### config.mk
export PLATFORM = sky130hd
export DESIGN_NAME = first_fit_free_list_allocator_top
export DESIGN_NICKNAME = d
export VERILOG_FILES = /design/src/hw/rtl/ffa_pkg.sv /design/src/hw/rtl/ffa_table.sv /design/src/hw/rtl/first_fit_free_list_allocator_top.sv
export SDC_FILE = /design/constraint.sdc
export NUM_CORES = 2
export LEC_CHECK = 0
export BUFFER_PORTS_ARGS = -buffer_cell sky130_fd_sc_hd__buf_2
export CAP_MARGIN = 15
export CORE_UTILIZATION = 50
export DETAILED_ROUTE_END_ITERATION = 12
export PLACE_DENSITY = 0.66
export SLEW_MARGIN = 20
export SYNTH_ARGS = -nofsm -noshare
export SYNTH_HDL_FRONTEND = slang
export SYNTH_SLANG_ARGS = --single-unit
### constraint.sdc
create_clock -name clk -period 6.7 [get_ports clk]
set_clock_uncertainty 0.15 [all_clocks]
set_input_delay 0 -clock clk [delete_from_list [all_inputs] [get_ports clk]]
set_output_delay 0 -clock clk [all_outputs]
set_load 0.05 [all_outputs]
### src/hw/rtl/ffa_pkg.sv
package ffa_pkg;

  localparam int TableEntries = 32;
  localparam int AddressBits  = 32;

  localparam logic [7:0]  HeaderReset = 8'd8;
  localparam logic [15:0] MinRemReset = 16'd16;

  localparam logic [0:0] CFG_HEADER  = 1'b0;
  localparam logic [0:0] CFG_MIN_REM = 1'b1;

  localparam logic OP_ALLOC  = 1'b0;
  localparam logic OP_INSERT = 1'b1;

  localparam logic [1:0] ST_ALLOCATED = 2'd0;
  localparam logic [1:0] ST_NO_FIT    = 2'd1;
  localparam logic [1:0] ST_INSERTED  = 2'd2;
  localparam logic [1:0] ST_FULL      = 2'd3;

endpackage

### src/hw/rtl/ffa_table.sv
module ffa_table #(
  parameter int TABLE_ENTRIES = ffa_pkg::TableEntries,
  parameter int ADDRESS_BITS  = ffa_pkg::AddressBits,
  localparam int IW = (TABLE_ENTRIES > 1) ? $clog2(TABLE_ENTRIES) : 1
) (
  input  logic                    clk,
  input  logic                    rd_en,
  input  logic [IW-1:0]           rd_idx,
  output logic [ADDRESS_BITS-1:0] rd_addr,
  output logic [31:0]             rd_size,
  input  logic                    wr_en,
  input  logic [IW-1:0]           wr_idx,
  input  logic [ADDRESS_BITS-1:0] wr_addr,
  input  logic [31:0]             wr_size
);

  logic [ADDRESS_BITS+31:0] mem [TABLE_ENTRIES];

  always_ff @(posedge clk) begin
    if (wr_en) begin
      mem[wr_idx] <= {wr_addr, wr_size};
    end
    if (rd_en) begin
      {rd_addr, rd_size} <= mem[rd_idx];
    end
  end

endmodule

### src/hw/rtl/first_fit_free_list_allocator_top.sv
// Each item walks the entry memory from start to out_valid, except an insert into a full
// table, which answers without a walk. The longest item is an allocate that splits and puts
// the leftover back at the front. The search reads one entry at a time (a read state, then a
// check state), and every entry moved takes a read then a write.
// Throughput: one item at a time; busy is high from the cycle after acceptance
// until out_valid rises. The receiver cannot stall. Reset (synchronous, rst_n low) empties
// the table and restores register defaults.
module first_fit_free_list_allocator_top #(
  parameter int TABLE_ENTRIES = ffa_pkg::TableEntries,
  parameter int ADDRESS_BITS  = ffa_pkg::AddressBits,
  localparam int IW = (TABLE_ENTRIES > 1) ? $clog2(TABLE_ENTRIES) : 1,
  localparam int CW = $clog2(TABLE_ENTRIES + 1)
) (
  input  logic        clk,
  input  logic        rst_n,
  input  logic        start,
  output logic        busy,
  input  logic        in_operation,
  input  logic [31:0] in_block_address,
  input  logic [31:0] in_size_bytes,
  output logic        out_valid,
  output logic [1:0]  out_status,
  output logic [31:0] out_granted_address,
  output logic [31:0] out_granted_size,
  input  logic        cfg_we,
  input  logic [0:0]  cfg_index,
  input  logic [15:0] cfg_data
);

  // The sequencer is the only control. Shifting moves entries one slot at a
  // time through the memory: read an entry, then write it to its neighbor.
  typedef enum logic [3:0] {
    S_IDLE, S_SRCH_RD, S_SRCH_CHK, S_INS_POS, S_SHUP_RD, S_SHUP_WR,
    S_INS_WR, S_SHDN_RD, S_SHDN_WR, S_SPLIT, S_DONE
  } state_t;

  state_t state_r;
  logic [7:0]  hdr_r;
  logic [15:0] minrem_r;
  logic [CW-1:0] count_r;
  logic [CW-1:0] i_r;
  logic [CW-1:0] pos_r;
  logic        op_r;
  logic [ADDRESS_BITS-1:0] key_addr_r;
  logic [31:0] key_size_r;
  logic [32:0] need_r;
  logic [ADDRESS_BITS-1:0] baddr_r;
  logic [31:0] bsize_r;
  logic        split_r;
  logic [1:0]  st_r;
  logic        ovalid_r;
  // Marks that the current insert pass is the leftover of a split.
  logic        split_pending_r;
  logic [31:0] gaddr_r, gsize_r;
  logic [1:0]  ostat_r;

  logic                    rd_en, wr_en;
  logic [IW-1:0]           rd_idx, wr_idx;
  logic [ADDRESS_BITS-1:0] rd_addr, wr_addr;
  logic [31:0]             rd_size, wr_size;

  ffa_table #(.TABLE_ENTRIES(TABLE_ENTRIES), .ADDRESS_BITS(ADDRESS_BITS)) u_table (
    .clk, .rd_en, .rd_idx, .rd_addr, .rd_size, .wr_en, .wr_idx, .wr_addr, .wr_size
  );

  logic [32:0] rest;
  assign rest = {1'b0, rd_size} - need_r;

  always_comb begin
    rd_en = 1'b0;
    rd_idx = i_r[IW-1:0];
    wr_en = 1'b0;
    wr_idx = i_r[IW-1:0];
    wr_addr = rd_addr;
    wr_size = rd_size;
    unique case (state_r)
      S_SRCH_RD, S_SHDN_RD: rd_en = 1'b1;
      S_SHUP_RD: begin
        rd_en = 1'b1;
        rd_idx = IW'(i_r - CW'(1));
      end
      S_SHUP_WR, S_SHDN_WR: wr_en = 1'b1;
      S_INS_WR: begin
        wr_en = 1'b1;
        wr_idx = pos_r[IW-1:0];
        wr_addr = key_addr_r;
        wr_size = key_size_r;
      end
      default: ;
    endcase
    if (state_r == S_SHDN_WR) wr_idx = IW'(i_r - CW'(1));
  end

  always_ff @(posedge clk) begin
    if (!rst_n) begin
      state_r <= S_IDLE;
      hdr_r <= ffa_pkg::HeaderReset;
      minrem_r <= ffa_pkg::MinRemReset;
      count_r <= '0;
      ovalid_r <= 1'b0;
      split_pending_r <= 1'b0;
    end else begin
      ovalid_r <= 1'b0;
      if (cfg_we) begin
        unique case (cfg_index)
          ffa_pkg::CFG_HEADER:  hdr_r <= cfg_data[7:0];
          ffa_pkg::CFG_MIN_REM: minrem_r <= cfg_data;
          default: ;
        endcase
      end
      unique case (state_r)
        S_IDLE: begin
          if (start) begin
            op_r <= in_operation;
            key_addr_r <= ADDRESS_BITS'(in_block_address);
            key_size_r <= in_size_bytes;
            need_r <= {25'd0, hdr_r} + {1'b0, in_size_bytes};
            split_r <= 1'b0;
            i_r <= '0;
            if (in_operation == ffa_pkg::OP_INSERT &&
                count_r >= CW'(TABLE_ENTRIES)) begin
              st_r <= ffa_pkg::ST_FULL;
              state_r <= S_DONE;
            end else begin
              state_r <= S_SRCH_RD;
            end
          end
        end
        S_SRCH_RD: begin
          if (i_r >= count_r) begin
            if (op_r == ffa_pkg::OP_INSERT) begin
              pos_r <= i_r;
              i_r <= count_r;
              state_r <= S_INS_POS;
            end else begin
              st_r <= ffa_pkg::ST_NO_FIT;
              state_r <= S_DONE;
            end
          end else begin
            state_r <= S_SRCH_CHK;
          end
        end
        S_SRCH_CHK: begin
          if (op_r == ffa_pkg::OP_INSERT) begin
            if (rd_addr >= key_addr_r) begin
              pos_r <= i_r;
              i_r <= count_r;
              state_r <= S_INS_POS;
            end else begin
              i_r <= i_r + CW'(1);
              state_r <= S_SRCH_RD;
            end
          end else if ({1'b0, rd_size} >= need_r) begin
            baddr_r <= rd_addr;
            bsize_r <= rd_size;
            split_r <= ({17'd0, minrem_r} <= rest);
            i_r <= i_r + CW'(1);
            state_r <= S_SHDN_RD;
          end else begin
            i_r <= i_r + CW'(1);
            state_r <= S_SRCH_RD;
          end
        end
        S_INS_POS: state_r <= (i_r > pos_r) ? S_SHUP_RD : S_INS_WR;
        S_SHUP_RD: state_r <= S_SHUP_WR;
        S_SHUP_WR: begin
          i_r <= i_r - CW'(1);
          state_r <= S_INS_POS;
        end
        S_INS_WR: begin
          count_r <= count_r + CW'(1);
          // A leftover reinsert keeps the allocate status set by the split.
          if (!split_pending_r) st_r <= ffa_pkg::ST_INSERTED;
          state_r <= S_DONE;
        end
        S_SHDN_RD: begin
          if (i_r >= count_r) begin
            count_r <= count_r - CW'(1);
            st_r <= ffa_pkg::ST_ALLOCATED;
            state_r <= split_r ? S_SPLIT : S_DONE;
          end else begin
            state_r <= S_SHDN_WR;
          end
        end
        S_SHDN_WR: begin
          i_r <= i_r + CW'(1);
          state_r <= S_SHDN_RD;
        end
        S_SPLIT: begin
          // Reinsert the leftover as an insert, keeping the allocate status.
          key_addr_r <= baddr_r + ADDRESS_BITS'(need_r);
          key_size_r <= bsize_r - need_r[31:0];
          i_r <= '0;
          state_r <= S_SRCH_RD;
          split_r <= 1'b0;
          split_pending_r <= 1'b1;
          op_r <= ffa_pkg::OP_INSERT;
          st_r <= ffa_pkg::ST_ALLOCATED;
        end
        S_DONE: begin
          ovalid_r <= 1'b1;
          split_pending_r <= 1'b0;
          ostat_r <= split_pending_r ? ffa_pkg::ST_ALLOCATED : st_r;
          if (st_r == ffa_pkg::ST_ALLOCATED) begin
            gaddr_r <= 32'(baddr_r);
            gsize_r <= split_pending_r ? need_r[31:0] : bsize_r;
          end else begin
            gaddr_r <= '0;
            gsize_r <= '0;
          end
          state_r <= S_IDLE;
        end
        default: state_r <= S_IDLE;
      endcase
    end
  end

  assign busy = (state_r != S_IDLE);
  assign out_valid = ovalid_r;
  assign out_status = ostat_r;
  assign out_granted_address = gaddr_r;
  assign out_granted_size = gsize_r;

`ifndef SYNTHESIS
  a_count_bound: assert property (@(posedge clk) disable iff (!rst_n)
    count_r <= CW'(TABLE_ENTRIES)) else $error("free count beyond table");
  a_one_result: assert property (@(posedge clk) disable iff (!rst_n)
    out_valid |-> !busy) else $error("result while busy");
  a_start_busy: assert property (@(posedge clk) disable iff (!rst_n)
    (start && !busy) |=> busy) else $error("accepted item did not start");
`endif

endmodule

==> run_results.csv <==
group,metric,value,unit
setup_path,critPathSlowestCell,"o31ai_2",
floorplan,core-area,0.195,mm2
layout,mostFrequentLayoutCells,"edfxtp_1 (2355), nand2_1 (672), mux4_2 (594), clkbuf_16 (234), dlygate4sd3_1 (203)",
detailed_routing,viasPerCell,6.26,
yosys,netlist_instances,5433,
sta,finalCriticalPeriod,5.24,ns
grt,antenna_found_initial,17,
pwr,power_density,322,mW/mm2
setup_path,critPathCaptureType,"flop",
yosys,synth-edff-count,2355,
setup_path,cp_data_required_time,7.13,ns
detailed_routing,dr.pass1.iters,5,
grt,grt_pass1_vias,54000,
detailed_routing,drc,0,
layout,nNetsFinal,6170,
sta,tns,0,ns
floorplan,floorplan.die_area,0.199,mm2
setup_path,cp.buffers_inverters,1,
yosys,synthTopCellsByArea,"edfxtp_1 (72%), mux4_2 (14%), nand2_1 (2.6%)",
setup_path,path_max_fanout,5,
sta,tightestPinTransition,1.29,ns
sta,hold_violations,0,
pwr,p_seq_share,49.0,%
place,gp_congestion,0.953,
sta,setup_viol,0,
setup_path,startpoint_type,"flop",
yosys,yosys_warnings,0,
hold_path,hold_class,"in -> reg",
pwr,comb_power_share,16.2,%
detailed_routing,post_drt_wl_per_cell,31.9,um
sta,slew_headroom,13.8,%
pwr,switchingPower,9.46,mW
layout,layout_commonest_cell,"edfxtp_1",
detailed_routing,drt_iter0_drc,7064,
clocking,clkTransAtPathRegs,0.07,ns
floorplan,dieHeight,446,um
pwr,clkPwrFrac,34.8,%
grt,grt.overflow.total,0,
clocking,clkSinkCount,2391,
job,drv_cap,0,
yosys,synth_nets,5692,
place,port-buffer-count,153,
clocking,root_buffer,"clkbuf_16",
yosys,ys_types,71,
setup_path,cpPeakStageDelay,0.52,ns
yosys,synth.avg_cell_area,18.1,um2
pwr,switching_share,26.0,%
pwr,power.internal,26.9,mW
yosys,syn-cell-area,0.0986,mm2
layout,finalCoreUtilization,57.9,%
clocking,cts_buffers,228,
pwr,vdd_ir_drop_max,0.000301,V
sta,rsz0062_at_grt,"no",
status,outcome,"complete, no violations",
clocking,htreeDepth,4,
sta,period_share,78.2,%
place,post-dp-hpwl,165,mm
yosys,synth-main-ff-cell,"edfxtp_1",
detailed_routing,num_vias,54700,
floorplan,die_w,446,um
yosys,synthArstFlopShare,0,%
yosys,synth_top_cell_by_area,"edfxtp_1",
yosys,yosysTopAreaCellShare,71.8,%
setup_path,arrival,5.67,ns
layout,area_growth,14.8,%
grt,grt_pass1_wl,395,mm
floorplan,initial_core_util,50.4,%
pwr,leakagePower,37.8,nW
grt,grt_use_total,28.1,%
sta,max_freq,0.191,GHz
clocking,clk_latency,0.87,ns
setup_path,crit_chain,"inv_1, ha_1, nor2b_1, o2111a_1, o31ai_2, a21boi_0, xnor2_1, ha_1, nand4_1, a311oi_1, a21oi_1, a311oi_1, and3_1, nand4_1, or4_1, nor4_1, a41oi_1",
sta,slew_viol_final,0,
yosys,yosys_register_bits,2391,
detailed_routing,wl,278,mm
clocking,clk_path_buf_depth,3,
floorplan,rows,162,
setup_path,critical-path-top-delay-family,"compound AO/OA/AOI/OAI gates",
layout,drive_gt1_share,21.1,%
detailed_routing,ant_nets,0,
setup_path,worstSetupPathType,"reg -> reg",
clocking,post-cts-setup-buffers,0,
clocking,cts_resized,0,
clocking,tritoncts,"yes",
floorplan,ioPinCount,154,
yosys,ys_seq_area_share,72.5,%
grt,grt_max_degree,138,
worst paths after layout:
| kind | start | endpoint | slack (ns) | depth (start not counted) |
|---|---|---|---|---|
| setup / recovery | need_r[1] | split_r | 1.46 | 17 |
| hold / removal | in_size_bytes[29] | key_size_r[29] | 0.06 | 4 |
| setup reg to reg | need_r[1] | split_r | 1.46 | 17 |
| hold reg to reg | u_table.rd_addr[0] | baddr_r[0] | 0.34 | 0 |
registers in the layout, indices dropped and copies added, names as in the netlist:
register and flops:
u_table.rd_addr 32, hdr_r 8, key_addr_r 32, out_granted_address 32, out_granted_size 32, need_r 33
u_table.rd_size 32, minrem_r 16, state_r 4, count_r 6, pos_r 6, key_size_r 32
i_r 6, st_r 2, baddr_r 32, op_r 1, out_valid 1, u_table.mem 2048
split_pending_r 1, out_status 2, bsize_r 32, split_r 1
Yosys cell counts (5+ instances only):
| cell | number |
|---|---|
| a211oi_1 | 20 |
| a21boi_0 | 9 |
| a21o_1 | 59 |
| a21oi_1 | 131 |
| a31oi_1 | 14 |
| a41oi_1 | 5 |
| and2_1 | 41 |
| and3_1 | 29 |
| and4_1 | 9 |
| buf_1 | 34 |
| buf_2 | 58 |
| clkbuf_1 | 155 |
| dfxtp_1 | 36 |
| edfxtp_1 | 2355 |
| fa_1 | 5 |
| ha_1 | 168 |
| inv_1 | 116 |
| mux2i_1 | 42 |
| mux4_2 | 594 |
| nand2_1 | 676 |
| nand2b_1 | 23 |
| nand3_1 | 151 |
| nand3b_1 | 5 |
| nand4_1 | 17 |
| nor2_1 | 166 |
| nor2b_1 | 20 |
| nor3_1 | 33 |
| nor3b_1 | 7 |
| nor4_1 | 5 |
| o211ai_1 | 15 |
| o21a_1 | 31 |
| o21ai_0 | 186 |
| o22ai_1 | 6 |
| o31ai_1 | 17 |
| or2_2 | 8 |
| xnor2_1 | 59 |
| xor2_1 | 54 |
cell families (layout without fill, tap and decap cells):
group / Yosys count / after routing / share of synthesized area [%]
AOI/OAI and AO/OA: 548 / 548 / 3.43
xor gates and xnor gates: 114 / 114 / 1.02
adders and majority gates: 173 / 173 / 2.23
buffers and inverters: 365 / 1036 / 1.46
DFF: 2391 / 2391 / 72.5
muxes: 638 / 638 / 14.0
other: 0 / 9 / 0
and+or+nand+nor: 1204 / 1204 / 5.35
worst reg2reg max path: stages, from the launching register on:
cell and delay [ns]:
edfxtp_1 0.49, inv_1 0.15, ha_1 0.33, nor2b_1 0.15, o2111a_1 0.25, o31ai_2 0.52, a21boi_0 0.28, xnor2_1 0.19
ha_1 0.31, nand4_1 0.21, a311oi_1 0.36, a21oi_1 0.12, a311oi_1 0.30, and3_1 0.20, nand4_1 0.09, or4_1 0.40
nor4_1 0.28, a41oi_1 0.15
cell type report:
class / instances / area, um2
clock buffers: 294 / 6080
inverters: 118 / 443
multi-input cells: 2677 / 26300
fillers: 14500 / 82300
repair buffers: 495 / 4350
well taps: 2624 / 3280
flip-flops and latches: 2391 / 71400
clock inverters: 129 / 1180
diodes: 9 / 22.5
per-stage QoR:
stage               power [mW]  setup WS, ns  hold WS [ns]  std cells  area, um2
floorplan                 21.9         0.773       -0.0782       5433      98600
global placement          23.8          1.56         0.107       8102     104000
detailed placement        23.9          1.56         0.104       8102     104000
CTS                       36.5          1.51      0.000776       8728     113000
global route              37.5          1.07        0.0150       8734     113000
finish                    36.4          1.46        0.0622       8737     113000
repair_timing:
| item | in CTS | in global routing |
|---|---|---|
| hold endpoints to repair | 246 | 0 |
| hold buffers | 203 | 0 |
| endpoints found under the setup margin | 0 | 0 |
per-layer routing:
layer	global-route usage, %	wire length, um	vias up
met5	0	7	-
met2	44.8	134000	2853
met4	10.8	11200	2
met1	39.3	110000	28700
met3	4.41	23300	464
li1	-	-	22700
power groups by stage:
stage | clock, mW | combinational [mW] | sequential, mW
3_5_place_dp | 0 | 5.75 | 18.1
3_3_place_gp | 0 | 5.67 | 18.1
2_1_floorplan | 0 | 3.93 | 18.0
6_report | 12.7 | 5.91 | 17.8
4_1_cts | 12.8 | 5.87 | 17.8
5_1_grt | 13.3 | 6.33 | 17.8
(Power assumes the default switching activity.)
